File: src/hdl/sha_pkg.sv
// ----------------------------------------------------------------------------
// sha_pkg
// Types, constants and bit functions shared by the SHA-256 stream hasher.
// ----------------------------------------------------------------------------
package sha_pkg;

   typedef logic [7:0][31:0] vars_type;

   typedef enum logic [2:0] {
      S_IDLE,
      S_PAD,
      S_LOAD,
      S_ROUND,
      S_ADD,
      S_OUT
   } state_type;

   localparam int BlockWords = 16;
   localparam int Rounds     = 64;
   localparam logic [7:0] PadByte = 8'h80;

   localparam vars_type InitHash = {
      32'h5be0cd19, 32'h1f83d9ab, 32'h9b05688c, 32'h510e527f,
      32'ha54ff53a, 32'h3c6ef372, 32'hbb67ae85, 32'h6a09e667
   };

   localparam logic [31:0] RoundK [64] = '{
      32'h428a2f98, 32'h71374491, 32'hb5c0fbcf, 32'he9b5dba5, 32'h3956c25b, 32'h59f111f1,
      32'h923f82a4, 32'hab1c5ed5, 32'hd807aa98, 32'h12835b01, 32'h243185be, 32'h550c7dc3,
      32'h72be5d74, 32'h80deb1fe, 32'h9bdc06a7, 32'hc19bf174, 32'he49b69c1, 32'hefbe4786,
      32'h0fc19dc6, 32'h240ca1cc, 32'h2de92c6f, 32'h4a7484aa, 32'h5cb0a9dc, 32'h76f988da,
      32'h983e5152, 32'ha831c66d, 32'hb00327c8, 32'hbf597fc7, 32'hc6e00bf3, 32'hd5a79147,
      32'h06ca6351, 32'h14292967, 32'h27b70a85, 32'h2e1b2138, 32'h4d2c6dfc, 32'h53380d13,
      32'h650a7354, 32'h766a0abb, 32'h81c2c92e, 32'h92722c85, 32'ha2bfe8a1, 32'ha81a664b,
      32'hc24b8b70, 32'hc76c51a3, 32'hd192e819, 32'hd6990624, 32'hf40e3585, 32'h106aa070,
      32'h19a4c116, 32'h1e376c08, 32'h2748774c, 32'h34b0bcb5, 32'h391c0cb3, 32'h4ed8aa4a,
      32'h5b9cca4f, 32'h682e6ff3, 32'h748f82ee, 32'h78a5636f, 32'h84c87814, 32'h8cc70208,
      32'h90befffa, 32'ha4506ceb, 32'hbef9a3f7, 32'hc67178f2
   };

   function automatic logic [31:0] ror(input logic [31:0] x, input int n);
      ror = (x >> n) | (x << (32 - n));
   endfunction

   function automatic logic [31:0] small_sigma0(input logic [31:0] x);
      small_sigma0 = ror(x, 7) ^ ror(x, 18) ^ (x >> 3);
   endfunction

   function automatic logic [31:0] small_sigma1(input logic [31:0] x);
      small_sigma1 = ror(x, 17) ^ ror(x, 19) ^ (x >> 10);
   endfunction

   function automatic logic [31:0] big_sigma0(input logic [31:0] x);
      big_sigma0 = ror(x, 2) ^ ror(x, 13) ^ ror(x, 22);
   endfunction

   function automatic logic [31:0] big_sigma1(input logic [31:0] x);
      big_sigma1 = ror(x, 6) ^ ror(x, 11) ^ ror(x, 25);
   endfunction

endpackage

File: src/hdl/sha_round.sv
// ----------------------------------------------------------------------------
// sha_round
// One SHA-256 compression round on the working variables a..h.
// ----------------------------------------------------------------------------
module sha_round
   import sha_pkg::*;
(
   input  vars_type    vars_cur,
   input  logic [31:0] round_k,
   input  logic [31:0] round_w,
   output vars_type    vars_nxt
);

   logic [31:0] t1;
   logic [31:0] t2;
   logic [31:0] choose;
   logic [31:0] major;

   // compute the two temporaries
   assign choose = (vars_cur[4] & vars_cur[5]) ^ (~vars_cur[4] & vars_cur[6]);
   assign major  = (vars_cur[0] & vars_cur[1]) ^ (vars_cur[0] & vars_cur[2])
                 ^ (vars_cur[1] & vars_cur[2]);
   assign t1 = vars_cur[7] + big_sigma1(vars_cur[4]) + choose + round_k + round_w;
   assign t2 = big_sigma0(vars_cur[0]) + major;

   // rotate the variables
   always_comb begin
      vars_nxt[7] = vars_cur[6];
      vars_nxt[6] = vars_cur[5];
      vars_nxt[5] = vars_cur[4];
      vars_nxt[4] = vars_cur[3] + t1;
      vars_nxt[3] = vars_cur[2];
      vars_nxt[2] = vars_cur[1];
      vars_nxt[1] = vars_cur[0];
      vars_nxt[0] = t1 + t2;
   end

endmodule

File: src/hdl/sha256_stream_hasher.sv
// ----------------------------------------------------------------------------
// sha256_stream_hasher
// Byte-serial SHA-256: packs bytes into a block memory, compresses, pads and
// returns the eight digest words.
// ----------------------------------------------------------------------------
//  channel | direction | transaction
//  req_    | in        | one byte and/or end-of-message mark
//  rsp_    | out       | one digest word, H0 first, eight per message
//
//  A byte is taken every cycle while the block fills. A full block holds
//  req_stall high through one memory read set-up, 64 rounds on the single
//  round unit and one hash update. An end transaction pads at one byte per
//  cycle to the block end, one or two compressions, then eight rsp_ transactions.
//  Reset is synchronous; rsp_stall holds the current digest word.
// ----------------------------------------------------------------------------
module sha256_stream_hasher
   import sha_pkg::*;
(
   input  logic        clock,
   input  logic        reset,
   input  logic        req_valid,
   output logic        req_stall,
   input  logic [7:0]  req_data_byte,
   input  logic        req_byte_present,
   input  logic        req_end_of_message,
   output logic        rsp_valid,
   input  logic        rsp_stall,
   output logic [31:0] rsp_digest_word,
   output logic [2:0]  rsp_word_position,
   output logic        rsp_final_word
);

   state_type   state_ff, state_in;
   vars_type    hash_ff, hash_in;
   vars_type    vars_ff, vars_in, vars_rnd;
   logic [31:0] w_ff [BlockWords];
   logic [31:0] mem [BlockWords];
   logic [31:0] rd_ff;
   logic [3:0]  rd_addr;
   logic [31:0] word_ff, word_in;
   logic [5:0]  fill_ff, fill_in;
   logic [60:0] bytes_ff, bytes_in;
   logic [5:0]  round_ff, round_in;
   logic [2:0]  pos_ff, pos_in;
   logic        pad_ff, pad_in;
   logic        sent80_ff, sent80_in;
   logic        lenok_ff, lenok_in;
   logic        fin_ff, fin_in;
   logic        put;
   logic [7:0]  put_byte;
   logic [63:0] bit_len;
   logic [31:0] w_t;
   logic        req_acc, rsp_acc;

   assign req_acc = req_valid && !req_stall;
   assign rsp_acc = rsp_valid && !rsp_stall;
   assign bit_len = {bytes_ff, 3'b000};
   assign word_in = {word_ff[23:0], put_byte};

   // pick the current schedule word
   assign w_t = (round_ff < 6'(BlockWords)) ? rd_ff
              : (w_ff[0] + small_sigma0(w_ff[1]) + w_ff[9] + small_sigma1(w_ff[14]));

   sha_round u_round (
      .vars_cur (vars_ff),
      .round_k  (RoundK[round_ff]),
      .round_w  (w_t),
      .vars_nxt (vars_rnd)
   );

   // next state and datapath control
   always_comb begin
      state_in  = state_ff;
      hash_in   = hash_ff;
      vars_in   = vars_ff;
      fill_in   = fill_ff;
      bytes_in  = bytes_ff;
      round_in  = round_ff;
      pos_in    = pos_ff;
      pad_in    = pad_ff;
      sent80_in = sent80_ff;
      lenok_in  = lenok_ff;
      fin_in    = fin_ff;
      put       = 1'b0;
      put_byte  = req_data_byte;
      rd_addr   = '0;
      req_stall = 1'b1;
      rsp_valid = 1'b0;
      unique case (state_ff)
         S_IDLE: begin
            req_stall = 1'b0;
            if (req_acc) begin
               if (req_byte_present) begin
                  put      = 1'b1;
                  fill_in  = fill_ff + 6'd1;
                  bytes_in = bytes_ff + 61'd1;
               end
               if (req_end_of_message) begin
                  pad_in    = 1'b1;
                  sent80_in = 1'b0;
                  lenok_in  = 1'b0;
                  fin_in    = 1'b0;
               end
               if (req_byte_present && fill_ff == 6'd63) begin
                  state_in = S_LOAD;
               end else if (req_end_of_message) begin
                  state_in = S_PAD;
               end
            end
         end
         S_PAD: begin
            put     = 1'b1;
            fill_in = fill_ff + 6'd1;
            if (!sent80_ff) begin
               put_byte  = PadByte;
               sent80_in = 1'b1;
               lenok_in  = (fill_ff < 6'd56);
            end else if (lenok_ff && fill_ff >= 6'd56) begin
               put_byte = bit_len[6'(7 - fill_ff[2:0]) * 8 +: 8];
            end else begin
               put_byte = 8'h00;
            end
            if (fill_ff == 6'd63) begin
               fin_in   = lenok_ff || (!sent80_ff && 1'b0);
               lenok_in = 1'b1;
               state_in = S_LOAD;
            end
         end
         S_LOAD: begin
            rd_addr  = '0;
            vars_in  = hash_ff;
            round_in = '0;
            state_in = S_ROUND;
         end
         S_ROUND: begin
            rd_addr  = 4'(round_ff + 6'd1);
            vars_in  = vars_rnd;
            round_in = round_ff + 6'd1;
            if (round_ff == 6'(Rounds - 1)) begin
               state_in = S_ADD;
            end
         end
         S_ADD: begin
            for (int i = 0; i < 8; i++) begin
               hash_in[i] = hash_ff[i] + vars_ff[i];
            end
            if (fin_ff) begin
               pos_in   = '0;
               state_in = S_OUT;
            end else if (pad_ff) begin
               state_in = S_PAD;
            end else begin
               state_in = S_IDLE;
            end
         end
         S_OUT: begin
            rsp_valid = 1'b1;
            if (rsp_acc) begin
               pos_in = pos_ff + 3'd1;
               if (pos_ff == 3'd7) begin
                  hash_in  = InitHash;
                  fill_in  = '0;
                  bytes_in = '0;
                  pad_in   = 1'b0;
                  fin_in   = 1'b0;
                  state_in = S_IDLE;
               end
            end
         end
         default: state_in = S_IDLE;
      endcase
   end

   assign rsp_digest_word   = hash_ff[pos_ff];
   assign rsp_word_position = pos_ff;
   assign rsp_final_word    = (pos_ff == 3'd7);

   // control registers
   always_ff @(posedge clock) begin
      if (reset) begin
         state_ff  <= S_IDLE;
         hash_ff   <= InitHash;
         fill_ff   <= '0;
         bytes_ff  <= '0;
         round_ff  <= '0;
         pos_ff    <= '0;
         pad_ff    <= 1'b0;
         sent80_ff <= 1'b0;
         lenok_ff  <= 1'b0;
         fin_ff    <= 1'b0;
      end else begin
         state_ff  <= state_in;
         hash_ff   <= hash_in;
         fill_ff   <= fill_in;
         bytes_ff  <= bytes_in;
         round_ff  <= round_in;
         pos_ff    <= pos_in;
         pad_ff    <= pad_in;
         sent80_ff <= sent80_in;
         lenok_ff  <= lenok_in;
         fin_ff    <= fin_in;
      end
   end

   // datapath registers: packer, variables, schedule window
   always_ff @(posedge clock) begin
      vars_ff <= vars_in;
      if (put) begin
         word_ff <= word_in;
      end
      if (state_ff == S_ROUND) begin
         for (int i = 0; i < BlockWords - 1; i++) begin
            w_ff[i] <= w_ff[i + 1];
         end
         w_ff[BlockWords - 1] <= w_t;
      end
   end

   // block memory: write a word when its last byte lands, read one ahead
   always_ff @(posedge clock) begin
      if (put && fill_ff[1:0] == 2'd3) begin
         mem[fill_ff[5:2]] <= word_in;
      end
      rd_ff <= mem[rd_addr];
   end

   // results appear only while the digest is being read out
   a_rsp_in_out: assert property (@(posedge clock) disable iff (reset)
      rsp_valid |-> state_ff == S_OUT)
      else $error("rsp_valid outside readout");

   // input and output sides never open together
   a_no_overlap: assert property (@(posedge clock) disable iff (reset)
      !(rsp_valid && !req_stall))
      else $error("input accepted during readout");

   // hash returns to initial values after the last word
   a_reinit: assert property (@(posedge clock) disable iff (reset)
      (rsp_acc && rsp_final_word) |=> (hash_ff == InitHash && fill_ff == 6'd0))
      else $error("hash not reinitialized");

   // rounds start from zero after each load
   a_round_start: assert property (@(posedge clock) disable iff (reset)
      state_ff == S_LOAD |=> round_ff == 6'd0)
      else $error("round counter not cleared");

endmodule

File: config.mk
export PLATFORM = sky130hd
export DESIGN_NAME = sha256_stream_hasher
export DESIGN_NICKNAME = d
export VERILOG_FILES = /design/src/hdl/sha_pkg.sv /design/src/hdl/sha_round.sv /design/src/hdl/sha256_stream_hasher.sv
export SDC_FILE = /design/constraint.sdc
export NUM_CORES = 2
export LEC_CHECK = 0
export BUFFER_PORTS_ARGS = -buffer_cell sky130_fd_sc_hd__buf_2
export CORE_MARGIN = 10
export CORE_UTILIZATION = 40
export CTS_BUF_LIST = sky130_fd_sc_hd__clkbuf_16
export DETAILED_ROUTE_END_ITERATION = 16
export GPL_ROUTABILITY_DRIVEN = 0
export PLACE_DENSITY = 0.55
export SETUP_SLACK_MARGIN = 0.05
export SLEW_MARGIN = 20
export SYNTH_ARGS = -nofsm -noshare
export SYNTH_HDL_FRONTEND = slang
export SYNTH_SLANG_ARGS = --single-unit
export TNS_END_PERCENT = 20
File: constraint.sdc
create_clock -name clock -period 53.9 [get_ports clock]
set_clock_uncertainty 0.05 [all_clocks]
set_input_delay 10.78 -clock clock [delete_from_list [all_inputs] [get_ports clock]]
set_output_delay 10.78 -clock clock [all_outputs]
set_load 0.05 [all_outputs]
==> results.md <==
* Row count at ~180
* Register Area at 46600 um^2
* CTS buffer count at 183
* Data arrival time of the worst path at 3680 ps
* Post-CTS Setup Bufs at 0
* 1st-pass router iterations at 8
* Peak Freq at 68.9 MHz
* RSZ-0062 raised after global routing: no
* Clock slew seen by the registers of the worst setup and hold paths at 60 ps
* Synthesized area at 91100 um^2
* CP required at between 40000 and 50000 ps
* Slew headroom at 23.1%
* First-pass GRT wire length at between 400000 and 500000 um
* Final WL at 275000 um
* Initial antenna violation count at 14
* WL per Instance at about 24 um
* Min setup slack post-route at 39390 ps
* Total number of vias at between 60000 and 70000
* Syn nets at roughly 9000
* Commonest non-fill, non-tap cells in the layout: edfxtp_1 (1304), nand2_1 (985), a21oi_1 (576)
* CTS Hold Buffers Added at 0
* Main synth FF type: edfxtp_1
* CTS Buffer Depth at 3
* Cells along the critical path: buf_4, mux4_2, mux2_2, buf_2
* Post-DP HPWL at 193000 um
* CP top delay family: buffers and inverters
* Status: complete, no violations
* Gate count of the mapped netlist at just over 8000
* Final setup violation count at 0
* Synth top area share at 43.0%
* Final Hold Fails at 0
* Detailed-route DRC error count at 0
* Avg Inst Size Synth at 11.2 um^2
* Die width at 497 um
* DIE AREA at 247000 um^2
* Async set-reset flop share out of synthesis at 0%
* Tcrit/Tclk final at 26.9%
* Place WS at 39540 ps
* Post-synth top area cell: edfxtp_1
* Startpoint Class: flip-flop
* Starting Density at 40.1%
* Buffers plus inverters on the worst setup path at 2
* Syn. warnings at 0
* Top Layer Used: met5
* Core area at 227000 um^2
* IO Count at 52
* Number of synthesized flops with an enable pin at 1304
* Synth-to-Final Area Change at 10.5%
* Layout Nets at 8686
* Vias/cell at 5.72
* Post-layout min period at 14510 ps
* Filler instances at 21200
* WS Path Type: reg2out
* CP max FO at 43
* Max Cap Violations at 0
* Sequential area share after synthesis at 51.2%
* Drt initial violations at 7560
* Post-CTS resize count at 0
* Pwr Total at between 3 and 4 mW
* Largest net degree at the start of global routing at 152
* M1 wire length at around 130000 um
* Number of buffers added on ports at 51
* WHS at 339 ps
* Die Height at 497 um
* Maximum vdd ir drop at 0.0000395 V
* Setup TNS at 0 ps
* Crit path max-delay cell type: buf_4
* Clock sinks at between 1500 and 2000
* CTS tree: yes
* Vias in the first global route at 60700
* Hold WC Path Type: reg2reg
* WL met3 at 20300 um
* CP peak stage delay at 800 ps
* Synth unique cells at 99
* Actual slew at the worst max-slew pin at between 1000 and 1500 ps
* Skew-Pair Late Insertion Delay at 860 ps
* Lkg Pwr at 37.0 nW
* Root Driver: clkbuf_16
* Total number of H-tree levels at 4
* Largest cells by area after synthesis: edfxtp_1 (43%), dfxtp_1 (8.2%), ha_1 (5.6%)
* Gr ovfl total at 0
* Pwr dens at 32.5 nW/um^2
* Most common cell after layout, fill and taps aside: edfxtp_1
* Worst Setup End Kind: primary output
* Fraction of layout cells with a size suffix above 1 at 9.60%
* Gr usage total at 21.3%
* Met2 WL post-DR at between 100000 and 150000 um
* Post-route ant nets at 0
* Final Max Tran Viols at 0
* Area of the multi-input gates at 41800 um^2
* Flops & latches, synth at approximately 1700
-- kinds of logic (layout without fill, tap and decap cells) --
family	Yosys count	count (layout)	share of synthesized area (%)
other cells	0	4	0
buf+inv	784	867	3.25
mux	381	381	5.52
compound gates	1900	1900	13.3
xor+xnor	610	610	5.90
flops	1675	1675	51.2
fa+ha+maj	626	626	10.2
simple gates	2162	2162	10.7
-- stage by stage --
step	utilization, %	instance area, um^2	cells
finish	44.4	101000	11200
global route	44.4	101000	11200
CTS	44.3	100000	11200
detailed placement	41.7	94600	10900
global placement	41.7	94500	10900
floorplan	-	91100	8138
-- metal layers --
metal | track usage, % | up-vias
li1 | - | 29500
met2 | 30.7 | 2366
met1 | 32.8 | 32000
met3 | 3.54 | 408
met5 | 0 | -
met4 | 5.93 | 2
-- Yosys cell counts, types with 43 or more instances --
cell and instances:
a21o_1 176, a21oi_1 576, a221oi_1 47, a22oi_1 66, and3_1 76, buf_1 58, clkbuf_1 339, dfxtp_1 371
edfxtp_1 1304, fa_1 197, ha_1 411, inv_1 371, mux2_2 168, mux2i_1 133, mux4_2 80, nand2_1 990
nand2b_1 160, nand3_1 127, nor2_1 450, nor2b_1 43, nor3_1 94, o21a_1 63, o21ai_0 400, o21bai_1 51
o22ai_1 106, o31ai_1 58, or3_1 51, xnor2_1 382, xor2_1 226
-- flip-flops by register name, summed over array words and instances (netlist names) --
| name | count |
|---|---|
| mem | 512 |
| w_ff | 512 |
| hash_ff | 256 |
| vars_ff | 256 |
| bytes_ff | 61 |
| rd_ff | 32 |
| word_ff | 24 |
| fill_ff | 6 |
| round_ff | 6 |
| rsp_word_position | 3 |
| state_ff | 3 |
| fin_ff | 1 |
| lenok_ff | 1 |
| pad_ff | 1 |
| sent80_ff | 1 |
-- path summary, 6_finish.rpt --
| check | slack, ps | depth (start not counted) | end | start |
|---|---|---|---|---|
| worst min register to register | 340 | 0 | w_ff[0][121] | w_ff[0][153] |
| worst max-delay path | 39390 | 4 | rsp_digest_word[12] | rsp_word_position[0] |
| worst max register to register | 41850 | 42 | vars_ff[31] | w_ff[1][212] |
| worst min-delay path | 340 | 0 | w_ff[0][121] | w_ff[0][153] |
-- power by group --
group	switching, mW	leakage [nW]	total, mW	internal (mW)
logic	0.375	19.3	0.614	0.239
registers	0.0225	14.6	1.43	1.40
clock network	0.546	3.06	1.23	0.687
total	0.944	37.0	3.27	2.33
-- final cells by class --
cell class | count | share of cell area, %
Antenna cell | 4 | 0.00995
Tap cell | 3009 | 3.74
Multi-Input combinational cell | 5679 | 41.5
Sequential cell | 1675 | 46.3
Timing Repair Buffer | 150 | 1.11
Inverter | 375 | 1.41
Clock inverter | 157 | 1.30
Clock buffer | 185 | 4.60
Power figures use the tool's default switching activity.
